## config.mk

```make
export PLATFORM = sky130hd
export DESIGN_NAME = neighbour_count_cell_filter
export DESIGN_NICKNAME = d
export VERILOG_FILES = /design/src/rtl/core/ncf_pkg.sv /design/src/rtl/core/ncf_decide.sv /design/src/rtl/core/ncf_line_mem.sv /design/src/rtl/core/ncf_out_fifo.sv /design/src/rtl/core/neighbour_count_cell_filter.sv
export SDC_FILE = /design/constraint.sdc
export NUM_CORES = 1
export LEC_CHECK = 0
export ABC_AREA = 1
export ABC_CLOCK_PERIOD_IN_PS = 17400
export BUFFER_PORTS_ARGS = -buffer_cell sky130_fd_sc_hd__buf_2
export CORE_MARGIN = 2
export CORE_UTILIZATION = 45
export DETAILED_ROUTE_END_ITERATION = 16
export GPL_ROUTABILITY_DRIVEN = 1
export GPL_TIMING_DRIVEN = 0
export RECOVER_POWER = 25
export SYNTH_ARGS = -nofsm -noshare
export SYNTH_HDL_FRONTEND = slang
export SYNTH_SLANG_ARGS = --single-unit
```

## constraint.sdc

```tcl
create_clock -name clk_i -period 17.4 [get_ports clk_i]
set_input_delay 2.61 -clock clk_i [delete_from_list [all_inputs] [get_ports clk_i]]
set_output_delay 2.61 -clock clk_i [all_outputs]
set_load 0.01 [all_outputs]
```

## src/rtl/core/ncf_pkg.sv

```systemverilog
// ----------------------------------------------------------------------------
// ncf_pkg
// Shared widths, register indexes, reset values and types of the
// neighbour count cell filter.
// ----------------------------------------------------------------------------
package ncf_pkg;

  localparam int unsigned MAX_COLUMNS_DEF = 256;
  localparam int unsigned MAX_ROWS_DEF    = 256;

  localparam int unsigned COLS_W     = 9;
  localparam int unsigned ROWS_W     = 9;
  localparam int unsigned MINW_W     = 4;
  localparam int unsigned ORMAX_W    = 5;
  localparam int unsigned CHANCE_W   = 17;
  localparam int unsigned CFG_DATA_W = 17;
  localparam int unsigned CFG_IDX_W  = 3;
  localparam int unsigned RND_W      = 16;
  localparam int unsigned WIN_W      = 9;

  localparam int unsigned S_TDATA_W = 24;
  localparam int unsigned M_TDATA_W = 8;

  localparam logic [CFG_IDX_W-1:0] CFG_COLUMNS      = 3'd0;
  localparam logic [CFG_IDX_W-1:0] CFG_ROWS         = 3'd1;
  localparam logic [CFG_IDX_W-1:0] CFG_MIN_WALLS    = 3'd2;
  localparam logic [CFG_IDX_W-1:0] CFG_OR_MAX_WALLS = 3'd3;
  localparam logic [CFG_IDX_W-1:0] CFG_CHANCE       = 3'd4;
  localparam logic [CFG_IDX_W-1:0] CFG_ONLY_TO_WALL = 3'd5;

  localparam logic [COLS_W-1:0]   COLUMNS_RST      = 9'd64;
  localparam logic [ROWS_W-1:0]   ROWS_RST         = 9'd64;
  localparam logic [MINW_W-1:0]   MIN_WALLS_RST    = 4'd5;
  localparam logic [ORMAX_W-1:0]  OR_MAX_WALLS_RST = 5'd1;
  localparam logic [CHANCE_W-1:0] CHANCE_RST       = 17'd43909;

  localparam int unsigned OUT_FIFO_DEPTH = 3;
  localparam int unsigned OUT_CNT_W      = 2;

  typedef struct packed {
    logic [MINW_W-1:0]   min_walls;
    logic [ORMAX_W-1:0]  or_max_walls;
    logic [CHANCE_W-1:0] chance;
    logic                only_to_wall;
  } ncf_rule_t;

  typedef struct packed {
    logic last;
    logic new_wall;
  } ncf_res_t;

endpackage

```

## src/rtl/core/ncf_decide.sv

```systemverilog
// ----------------------------------------------------------------------------
// ncf_decide
// Counts the walls of a 3x3 window and applies the smoothing rule.
// ----------------------------------------------------------------------------
module ncf_decide import ncf_pkg::*; (
  input  logic [WIN_W-1:0] win_i,
  input  logic [RND_W-1:0] rnd_i,
  input  ncf_rule_t        rule_i,
  output logic             wall_o
);

  logic [3:0]        cnt;
  logic signed [5:0] cnt_s;
  logic signed [5:0] lo_s;
  logic signed [5:0] hi_s;
  logic              lucky;

  always_comb begin
    cnt = '0;
    for (int k = 0; k < WIN_W; k++) begin
      cnt = cnt + 4'(win_i[k]);
    end
  end

  assign cnt_s = $signed({2'b00, cnt});
  assign hi_s  = $signed({2'b00, rule_i.min_walls});
  assign lo_s  = $signed({rule_i.or_max_walls[ORMAX_W-1], rule_i.or_max_walls});
  assign lucky = ({1'b0, rnd_i} < rule_i.chance);

  assign wall_o = (rule_i.only_to_wall && win_i[4]) || (cnt_s > hi_s) || (cnt_s < lo_s)
                  || (((cnt_s == hi_s) || (cnt_s == lo_s)) && lucky);

endmodule

```

## src/rtl/core/ncf_line_mem.sv

```systemverilog
// ----------------------------------------------------------------------------
// ncf_line_mem
// Line buffer memory, one word per column holding the cells of the two
// previous rows, with a registered read and write-to-read forwarding.
// ----------------------------------------------------------------------------
module ncf_line_mem #(
  parameter int unsigned DEPTH = 256,
  parameter int unsigned AW    = $clog2(DEPTH)
) (
  input  logic          clk_i,
  input  logic          rst_ni,
  input  logic          rd_en_i,
  input  logic [AW-1:0] rd_addr_i,
  input  logic          wr_en_i,
  input  logic [AW-1:0] wr_addr_i,
  input  logic [1:0]    wr_data_i,
  output logic [1:0]    rd_data_o
);

  logic [1:0] mem_q [DEPTH];
  logic [1:0] rd_q;
  logic [1:0] fwd_data_q;
  logic       fwd_q;

  always_ff @(posedge clk_i) begin
    if (wr_en_i) begin
      mem_q[wr_addr_i] <= wr_data_i;
    end
    if (rd_en_i) begin
      rd_q <= mem_q[rd_addr_i];
    end
    fwd_data_q <= wr_data_i;
  end

  always_ff @(posedge clk_i or negedge rst_ni) begin
    if (!rst_ni) begin
      fwd_q <= 1'b0;
    end else if (rd_en_i) begin
      fwd_q <= wr_en_i && (wr_addr_i == rd_addr_i);
    end
  end

  assign rd_data_o = fwd_q ? fwd_data_q : rd_q;

endmodule

```

## src/rtl/core/ncf_out_fifo.sv

```systemverilog
// ----------------------------------------------------------------------------
// ncf_out_fifo
// Small result queue that decouples the output handshake from the filter
// pipeline.
// ----------------------------------------------------------------------------
module ncf_out_fifo import ncf_pkg::*; (
  input  logic                 clk_i,
  input  logic                 rst_ni,
  input  logic                 push_i,
  input  ncf_res_t             push_data_i,
  input  logic                 pop_i,
  output logic                 valid_o,
  output ncf_res_t             data_o,
  output logic [OUT_CNT_W-1:0] count_o
);

  localparam int unsigned PTR_W = $clog2(OUT_FIFO_DEPTH);

  ncf_res_t             entry_q [OUT_FIFO_DEPTH];
  logic [PTR_W-1:0]     head_q;
  logic [PTR_W-1:0]     head_d;
  logic [PTR_W-1:0]     tail_q;
  logic [PTR_W-1:0]     tail_d;
  logic [OUT_CNT_W-1:0] cnt_q;
  logic [OUT_CNT_W-1:0] cnt_d;
  logic                 do_pop;

  assign valid_o = (cnt_q != '0);
  assign data_o  = entry_q[head_q];
  assign count_o = cnt_q;
  assign do_pop  = pop_i && valid_o;

  always_comb begin
    head_d = head_q;
    tail_d = tail_q;
    cnt_d  = cnt_q;
    if (do_pop) begin
      head_d = (head_q == PTR_W'(OUT_FIFO_DEPTH - 1)) ? '0 : head_q + PTR_W'(1);
    end
    if (push_i) begin
      tail_d = (tail_q == PTR_W'(OUT_FIFO_DEPTH - 1)) ? '0 : tail_q + PTR_W'(1);
    end
    if (push_i && !do_pop) begin
      cnt_d = cnt_q + OUT_CNT_W'(1);
    end else if (do_pop && !push_i) begin
      cnt_d = cnt_q - OUT_CNT_W'(1);
    end
  end

  always_ff @(posedge clk_i) begin
    if (push_i) begin
      entry_q[tail_q] <= push_data_i;
    end
  end

  always_ff @(posedge clk_i or negedge rst_ni) begin
    if (!rst_ni) begin
      head_q <= '0;
      tail_q <= '0;
      cnt_q  <= '0;
    end else begin
      head_q <= head_d;
      tail_q <= tail_d;
      cnt_q  <= cnt_d;
    end
  end

endmodule

```

## src/rtl/core/neighbour_count_cell_filter.sv

```systemverilog
// ----------------------------------------------------------------------------
// neighbour_count_cell_filter
// One generation of a 3x3 cave-smoothing cellular automaton over a raster
// stream of wall and space cells, with line buffers in a memory.
//
//   Channel   Direction  Handshake                    Payload
//   s_axis    in         s_axis_tvalid/s_axis_tready  tdata, tuser
//   m_axis    out        m_axis_tvalid/m_axis_tready  tdata, tlast
//   cfg       in         cfg_we_i                     cfg_index_i, cfg_data_i
//
// One request is taken every cycle while input ready is high. A request
// is registered in the window stage as the line memory reads its column,
// and its result is registered in the result queue. Results lag the
// grid by one row plus one cell. The line memory needs no clearing after
// reset. Input ready drops when the queued results and a request in the
// window stage together reach three, the depth of the result queue.
// ----------------------------------------------------------------------------
module neighbour_count_cell_filter import ncf_pkg::*; #(
  parameter int unsigned MAX_COLUMNS = MAX_COLUMNS_DEF,
  parameter int unsigned MAX_ROWS    = MAX_ROWS_DEF
) (
  input  logic                  clk_i,
  input  logic                  rst_ni,
  input  logic                  s_axis_tvalid,
  output logic                  s_axis_tready,
  input  logic [S_TDATA_W-1:0]  s_axis_tdata,  // is_wall, random, zero fill
  input  logic                  s_axis_tuser,  // func
  output logic                  m_axis_tvalid,
  input  logic                  m_axis_tready,
  output logic [M_TDATA_W-1:0]  m_axis_tdata,  // new_wall, zero fill
  output logic                  m_axis_tlast,
  input  logic                  cfg_we_i,
  input  logic [CFG_IDX_W-1:0]  cfg_index_i,
  input  logic [CFG_DATA_W-1:0] cfg_data_i
);

  localparam int unsigned CW  = $clog2(MAX_COLUMNS);
  localparam int unsigned WW  = $clog2(MAX_COLUMNS + 1);
  localparam int unsigned RW  = $clog2(MAX_ROWS + 3);
  localparam int unsigned CCW = (WW > COLS_W) ? WW : COLS_W;
  localparam int unsigned RCW = (RW > ROWS_W) ? RW : ROWS_W;

  typedef enum logic [1:0] {
    OP_CLEAR,
    OP_FINISH,
    OP_CELL
  } op_e;

  typedef struct packed {
    op_e              op;
    logic             eject;
    logic             first_col;
    logic             emit;
    logic             top_ok;
    logic             mid_ok;
    logic             bot_ok;
    logic             wall;
    logic [RND_W-1:0] rnd;
    logic [CW-1:0]    addr;
  } stage_t;

  logic [COLS_W-1:0]   columns_q;
  logic [ROWS_W-1:0]   rows_q;
  logic [MINW_W-1:0]   min_walls_q;
  logic [ORMAX_W-1:0]  or_max_walls_q;
  logic [CHANCE_W-1:0] chance_q;
  logic                only_to_wall_q;
  ncf_rule_t           rule;

  logic [CCW-1:0] cols_ext;
  logic [CCW-1:0] cols_clamp;
  logic [WW-1:0]  w_len;
  logic [RCW-1:0] rows_ext;
  logic [RCW-1:0] rows_clamp;
  logic [RW-1:0]  h_len;
  logic [RW-1:0]  h_p1;
  logic [RW-1:0]  h_p2;

  logic [CW-1:0] col_q;
  logic [CW-1:0] col_d;
  logic [RW-1:0] row_q;
  logic [RW-1:0] row_d;
  logic [WW-1:0] col_inc;

  logic             s_fire;
  logic             in_func;
  logic             in_wall;
  logic [RND_W-1:0] in_rnd;
  logic             is_drop;
  logic             is_ignore;
  logic             is_finish;

  stage_t s1_d;
  stage_t s1_q;
  logic   s1_valid_q;

  logic [1:0]       rd_data;
  logic             top_bit;
  logic             mid_bit;
  logic             bot_bit;
  logic [2:0]       col3;
  logic [WIN_W-1:0] win_q;
  logic [WIN_W-1:0] win_d;
  logic [WIN_W-1:0] win_new;
  logic [WIN_W-1:0] dec_win;
  logic             dec_wall;
  logic             wr_en;

  logic                 out_push;
  ncf_res_t             out_res;
  ncf_res_t             fifo_data;
  logic [OUT_CNT_W-1:0] fifo_cnt;

  always_ff @(posedge clk_i or negedge rst_ni) begin
    if (!rst_ni) begin
      columns_q      <= COLUMNS_RST;
      rows_q         <= ROWS_RST;
      min_walls_q    <= MIN_WALLS_RST;
      or_max_walls_q <= OR_MAX_WALLS_RST;
      chance_q       <= CHANCE_RST;
      only_to_wall_q <= 1'b0;
    end else if (cfg_we_i) begin
      unique case (cfg_index_i)
        CFG_COLUMNS:      columns_q      <= cfg_data_i[COLS_W-1:0];
        CFG_ROWS:         rows_q         <= cfg_data_i[ROWS_W-1:0];
        CFG_MIN_WALLS:    min_walls_q    <= cfg_data_i[MINW_W-1:0];
        CFG_OR_MAX_WALLS: or_max_walls_q <= cfg_data_i[ORMAX_W-1:0];
        CFG_CHANCE:       chance_q       <= cfg_data_i[CHANCE_W-1:0];
        CFG_ONLY_TO_WALL: only_to_wall_q <= cfg_data_i[0];
        default: ;
      endcase
    end
  end

  assign rule = '{min_walls: min_walls_q, or_max_walls: or_max_walls_q,
                  chance: chance_q, only_to_wall: only_to_wall_q};

  assign cols_ext   = CCW'(columns_q);
  assign cols_clamp = (cols_ext == '0) ? CCW'(1) :
                      (cols_ext > CCW'(MAX_COLUMNS)) ? CCW'(MAX_COLUMNS) : cols_ext;
  assign w_len      = WW'(cols_clamp);
  assign rows_ext   = RCW'(rows_q);
  assign rows_clamp = (rows_ext == '0) ? RCW'(1) :
                      (rows_ext > RCW'(MAX_ROWS)) ? RCW'(MAX_ROWS) : rows_ext;
  assign h_len      = RW'(rows_clamp);
  assign h_p1       = h_len + RW'(1);
  assign h_p2       = h_len + RW'(2);

  assign s_fire  = s_axis_tvalid && s_axis_tready;
  assign in_func = s_axis_tuser;
  assign in_wall = s_axis_tdata[0];
  assign in_rnd  = s_axis_tdata[RND_W:1];

  assign is_drop   = (row_q > h_p1);
  assign is_ignore = !is_drop && (row_q < h_len) && in_func;
  assign is_finish = !is_drop && (col_q == '0) && (row_q == h_p1);
  assign col_inc   = WW'(col_q) + WW'(1);

  always_comb begin
    col_d = col_q;
    row_d = row_q;
    if (s_fire) begin
      priority if (is_drop || is_finish) begin
        col_d = '0;
        row_d = '0;
      end else if (is_ignore) begin
        col_d = col_q;
        row_d = row_q;
      end else begin
        if (col_inc >= w_len) begin
          col_d = '0;
          row_d = row_q + RW'(1);
        end else begin
          col_d = CW'(col_inc);
        end
      end
    end
  end

  always_comb begin
    s1_d.op        = is_drop ? OP_CLEAR : (is_finish ? OP_FINISH : OP_CELL);
    s1_d.eject     = (col_q == '0) && (row_q >= RW'(2));
    s1_d.first_col = (col_q == '0);
    s1_d.emit      = (col_q != '0) && (row_q >= RW'(1)) && (row_q <= h_len);
    s1_d.top_ok    = (row_q >= RW'(2)) && (row_q < h_p2);
    s1_d.mid_ok    = (row_q >= RW'(1)) && (row_q < h_p1);
    s1_d.bot_ok    = (row_q < h_len);
    s1_d.wall      = in_wall;
    s1_d.rnd       = in_rnd;
    s1_d.addr      = col_q;
  end

  always_ff @(posedge clk_i) begin
    if (s_fire) begin
      s1_q <= s1_d;
    end
  end

  always_ff @(posedge clk_i or negedge rst_ni) begin
    if (!rst_ni) begin
      col_q      <= '0;
      row_q      <= '0;
      s1_valid_q <= 1'b0;
      win_q      <= '0;
    end else begin
      col_q      <= col_d;
      row_q      <= row_d;
      s1_valid_q <= s_fire && !is_ignore;
      win_q      <= win_d;
    end
  end

  ncf_line_mem #(
    .DEPTH (MAX_COLUMNS)
  ) u_line_mem (
    .clk_i     (clk_i),
    .rst_ni    (rst_ni),
    .rd_en_i   (s_fire),
    .rd_addr_i (col_q),
    .wr_en_i   (wr_en),
    .wr_addr_i (s1_q.addr),
    .wr_data_i ({bot_bit, rd_data[1]}),
    .rd_data_o (rd_data)
  );

  assign top_bit = s1_q.top_ok ? rd_data[0] : 1'b1;
  assign mid_bit = s1_q.mid_ok ? rd_data[1] : 1'b1;
  assign bot_bit = s1_q.bot_ok ? s1_q.wall : 1'b1;
  assign col3    = {bot_bit, mid_bit, top_bit};
  assign win_new = s1_q.first_col ? {col3, 6'h3F} : {col3, win_q[WIN_W-1:3]};
  assign wr_en   = s1_valid_q && (s1_q.op == OP_CELL);

  always_comb begin
    win_d = win_q;
    if (s1_valid_q) begin
      unique case (s1_q.op)
        OP_CELL: win_d = win_new;
        default: win_d = '0;
      endcase
    end
  end

  assign dec_win = ((s1_q.op == OP_FINISH) || s1_q.eject) ? {3'b111, win_q[WIN_W-1:3]}
                                                          : win_new;

  ncf_decide u_decide (
    .win_i  (dec_win),
    .rnd_i  (s1_q.rnd),
    .rule_i (rule),
    .wall_o (dec_wall)
  );

  assign out_push = s1_valid_q && ((s1_q.op == OP_FINISH) ||
                    ((s1_q.op == OP_CELL) && (s1_q.eject || s1_q.emit)));
  assign out_res  = '{last: (s1_q.op == OP_FINISH), new_wall: dec_wall};

  ncf_out_fifo u_out_fifo (
    .clk_i       (clk_i),
    .rst_ni      (rst_ni),
    .push_i      (out_push),
    .push_data_i (out_res),
    .pop_i       (m_axis_tready),
    .valid_o     (m_axis_tvalid),
    .data_o      (fifo_data),
    .count_o     (fifo_cnt)
  );

  assign s_axis_tready = (({1'b0, fifo_cnt} + 3'(s1_valid_q)) < 3'(OUT_FIFO_DEPTH));
  assign m_axis_tdata  = {{(M_TDATA_W - 1){1'b0}}, fifo_data.new_wall};
  assign m_axis_tlast  = fifo_data.last;

`ifndef SYNTHESIS
  a_fifo_room: assert property (@(posedge clk_i) disable iff (!rst_ni)
    out_push |-> (fifo_cnt != OUT_CNT_W'(OUT_FIFO_DEPTH)))
    else $error("Result pushed into a full queue.");

  a_finish_clears: assert property (@(posedge clk_i) disable iff (!rst_ni)
    (s_fire && is_finish) |=> ((row_q == '0) && (col_q == '0) && s1_valid_q))
    else $error("Frame end did not rewind the raster position.");

  a_stage_follows_accept: assert property (@(posedge clk_i) disable iff (!rst_ni)
    s1_valid_q |-> $past(s_fire))
    else $error("Window stage active without an accepted request.");

  a_write_only_cells: assert property (@(posedge clk_i) disable iff (!rst_ni)
    (s1_valid_q && (s1_q.op != OP_CELL)) |-> (!wr_en && (win_d == '0)))
    else $error("Line memory written or window kept on a frame boundary.");
`endif

endmodule
```

==> impl_summary.md <==
GRT
The via count of the first global-routing pass is 22120. Entering global routing, the biggest net connects 149 pins. Global routing used 30.70% of the available tracks.

The first global-routing pass estimated 148300 um of wire. The initial antenna violation count came to 2. For this run the aggregate overflow at the end of global routing stands at 0.

Power and ir drop
The maximum VDD drop is 131.5 uV. For this design the ratio of total power to cell area is 178.3 nW/um^2. The internal power component is 3.433 mW. The net switching component of the power is 2.483 mW. Of the total power, the clock network draws 24.4%. Of the total power, registers draw 34.6%. The switching share of power is 41.97%. Per report_power, the combinational group accounts for 41.0% of the total. The leakage power total is 13.06 nW.

Logic synthesis
Summing the areas of all and, or, nand and nor instances in the mapped netlist gives 21.48% of the synthesized area. The post-synthesis share of cell area spent on xor and xnor gates is 0.7098%. The number of synthesized register bits is 631. The fraction of registers with async set/reset is 12.04%.

The cell count after synthesis is 2985. For this run, the register share of the synthesized area comes to 62.69%. The main combinational cell family by area after synthesis is simple AND/OR/NAND/NOR gates. Yosys printed 0 warnings.

The multiplexer fraction of the synthesized cell area is 0.07605%. The count of unique library cells instantiated by Yosys is 51. The average instance in the mapped netlist occupies 9.921 sq um. The synthesized netlist devotes 3.464% of its cell area to adder and majority cells. In this run the cell area of the synthesized design comes to 29610 sq um. In this run, synthesis inferred 553 flip-flops with an integrated enable. The dominant register cell in the synthesized netlist is sky130_fd_sc_hd__edfxtp_1. The post-synthesis compound-gate area fraction is 4.808%.

Timing
The maximum clock skew at final layout is 0.02651 ns. The final count of pins violating max slew was 410. The final-report setup violation count is 0.

Setup slack on the critical path of the routed design comes to 9.166 ns. Setup total negative slack on the finished layout was measured at 0 ns. At the pin with the least slew margin, the transition time is 5.199 ns. The worst path uses 47.32% of the clock period.

The count of final hold-check violations is 0. The maximum frequency from static timing analysis is 121.5 MHz. Headroom to the max-slew limit came out at -246.6%. The routed design could run at a clock period as short as 8.234 ns. Setup repair after global routing left no endpoint under its margin.

Finish
The final instance area is 33190 sq um. From synthesis to final layout, the design area changed by 12.06%. In the final layout, the multi-input gates occupy 9069 sq um. The share of the core filled with cells in the final layout is 50.66%. The combined flip-flop and latch cell area is 18560 sq um.

Counting the fill cells in the layout gives 6067. The share of post-route cells with drive strength above 1 is 7.896%. The number of nets in the final layout is 3241.

Worst setup path
The capturing instance or port of the critical path is u_line_mem.mem_q[91][1]. Measured in cells, the most critical reg-to-reg path has a length of 3. The capturing point of the worst reg2reg path is u_line_mem.mem_q[91][1]. The kind of critical path is reg -> reg.

The category of the worst setup path capture point is a flop. Tracing the worst setup path back leads to its startpoint at s1_q[24]. The data arrival time of the critical path is 7.84 ns. The minimum setup slack among reg-to-reg paths is 9.17 ns. The nature of the critical path startpoint is a flop. Along the worst path, the maximum fanout reaches 138. The worst flop-to-flop path startpoint is s1_q[24]. The worst path required time is 17.01 ns.

Route
For this block, the initial DRC count from the detailed router was 3329. The number of search-and-repair iterations in the first detailed-routing pass is 8. The number of antenna-violating nets in the routed design is 0. After detailed routing, the met3 layer carries 12970 um of wire.

The remaining routing DRC violations is 0. After detailed routing, the total wire length is 104200 um. For this block, the via count after detailed routing is 23300. The met1 wire length is 39760 um. The topmost layer with routed signal wires is met4. The mean routed wirelength per cell is 25.86 um. Summed over all nets, wire length on met2 after detailed routing comes to 45550 um. Using the TritonRoute via totals, the vias-per-cell ratio works out to 5.780.

Clock network
The count of H-tree levels built during CTS is 3. The hold buffer count at cts is 0. The post-cts sizing count is 0. Counting the buffers created by CTS gives 70. The clock latency on the worst-skew pair is 0.63 ns. The root buffer cell is sky130_fd_sc_hd__clkbuf_16. TritonCTS built the clock tree. The clock input transition at the sequential cells of the worst setup and hold paths is 0.06 ns. After clock tree synthesis, the setup repair step added 0 buffers. The clock drives 631 sinks. The clock passes through at most 3 buffers.

Die
The overall die width is 260.5 um. The effective utilization at floorplan is 45.21%. For this design the top-level I/O count stands at 61. The total core area is 65510 sq um. In this run the core area contains 94 standard-cell rows. The die boundary height is 260.5 um. The floorplan step defined a die boundary enclosing 67880 sq um.

Place
The final weighted congestion in routability-driven placement is 0.9982. During placement, the flow inserted port buffers numbering 46. The estimated wirelength of the detail-placed design is 67850 um. The post-place setup slack is 12.18 ns. Once placement finished, the instance area stood at 31060 sq um.

Run status
The checks that failed: capacitance limit, slew limit. The run finished, with violations left.

Min path
The path class of the tightest hold or removal check is reg -> reg.

Run
The number of maximum-capacitance violations is 3.
per-stage QoR:
step	power [mW]	hold WS [ns]	cells
after floorplan	3.435	0.4196	2991
after global placement	4.383	0.4236	3901
after detailed placement	4.387	0.4350	3904
after CTS	5.813	0.4452	4030
after global routing	6.158	0.4671	4030
final	5.916	0.4451	4031
cell usage after synthesis, types with 5 or more instances:
| cell | instances | area (sq um) |
|---|---|---|
| sky130_fd_sc_hd__nand2_1 | 575 | 2158 |
| sky130_fd_sc_hd__edfxtp_1 | 553 | 16610 |
| sky130_fd_sc_hd__nor2_1 | 459 | 1723 |
| sky130_fd_sc_hd__nand3_1 | 390 | 1952 |
| sky130_fd_sc_hd__inv_1 | 326 | 1224 |
| sky130_fd_sc_hd__o21ai_0 | 114 | 570.6 |
| sky130_fd_sc_hd__clkbuf_1 | 77 | 289.0 |
| sky130_fd_sc_hd__ha_1 | 74 | 925.9 |
| sky130_fd_sc_hd__buf_2 | 63 | 315.3 |
| sky130_fd_sc_hd__dfrtp_1 | 63 | 1577 |
| sky130_fd_sc_hd__o211ai_1 | 57 | 427.9 |
| sky130_fd_sc_hd__a21oi_1 | 37 | 185.2 |
| sky130_fd_sc_hd__o21ai_1 | 19 | 95.09 |
| sky130_fd_sc_hd__or2_1 | 18 | 112.6 |
| sky130_fd_sc_hd__xor2_1 | 14 | 122.6 |
| sky130_fd_sc_hd__dfstp_2 | 13 | 341.6 |
| sky130_fd_sc_hd__nor3_1 | 13 | 65.06 |
| sky130_fd_sc_hd__buf_1 | 12 | 45.04 |
| sky130_fd_sc_hd__or2_0 | 12 | 75.07 |
| sky130_fd_sc_hd__buf_4 | 10 | 75.07 |
| sky130_fd_sc_hd__xnor2_1 | 10 | 87.58 |
| sky130_fd_sc_hd__nand4_1 | 9 | 56.30 |
| sky130_fd_sc_hd__nor4_1 | 8 | 50.05 |
| sky130_fd_sc_hd__inv_2 | 7 | 26.28 |
| sky130_fd_sc_hd__fa_1 | 5 | 100.1 |
| sky130_fd_sc_hd__nand3b_1 | 5 | 37.54 |
cell families after synthesis:
| kind of cell | after synthesis |
|---|---|
| DFF | 631 |
| muxes | 2 |
| AOI/OAI and AO/OA | 245 |
| other | 1 |
| and+or+nand+nor | 1504 |
| buffers and inverters | 499 |
| xor gates and xnor gates | 24 |
| adders and majority gates | 79 |
registers in the layout, indices dropped and copies added, names as in the netlist, 4 cells and up:
name                cells
s1_q                   33
chance_q               17
rows_ext                9
win_q                   6
col_q                   8
min_walls_q             4
cols_ext                9
u_out_fifo.entry_q      6
u_line_mem.mem_q      512
row_q                   9
or_max_walls_q          5
area by class of cell:
type	instances	share of cell area, %
flip-flops and latches	631	55.94
clock inverters	34	0.8031
multi-input cells	1861	27.33
well taps	864	3.258
diodes	1	0.007541
inverters	335	3.793
clock buffers	92	5.742
repair buffers	49	0.8785
plain buffers	164	2.251
worst min-delay path by stage:
stage              from       to  slack, ns  cells past startpoint
2_1_floorplan  col_q[2]  s1_q[2]       0.42                      0
4_1_cts        col_q[2]  s1_q[2]       0.45                      0
6_report       col_q[2]  s1_q[2]       0.45                      0
5_1_grt        col_q[2]  s1_q[2]       0.47                      0
3_3_place_gp   col_q[7]  s1_q[7]       0.42                      0
3_5_place_dp   col_q[2]  s1_q[2]       0.43                      0
cell usage in the layout (no fill, tap or decap), drive strengths merged, types with 13 or more instances in the layout:
cell type / n
a21oi: 37
buf: 135
clkbuf: 170
clkinv: 27
dfrtp: 63
dfstp: 13
edfxtp: 553
ha: 74
inv: 337
nand2: 578
nand3: 390
nor2: 461
nor3: 14
o211ai: 57
o21ai: 134
or2: 34
xor2: 14
worst max-delay path, stage by stage, from the launching register on:
cell and delay [ns]:
sky130_fd_sc_hd__edfxtp_1 0.36, sky130_fd_sc_hd__nor2_1 0.19, sky130_fd_sc_hd__clkinvlp_2 3.69, sky130_fd_sc_hd__clkbuf_1 2.80
layer usage:
layer,up-vias,global-route usage [%]
met1,11160,41.11
li1,10240,-
met3,358,7.964
met5,-,0
met4,0,15.98
met2,1542,46.11
power groups by stage:
stage	Clock, mW	Sequential [mW]	Combinational, mW
final	1.44	2.05	2.43
after global placement	0	2.09	2.29
after CTS	1.45	2.00	2.36
after global routing	1.50	2.06	2.60
after detailed placement	0	2.04	2.35
after floorplan	0	2.04	1.40
Power figures use the tool's default switching activity.
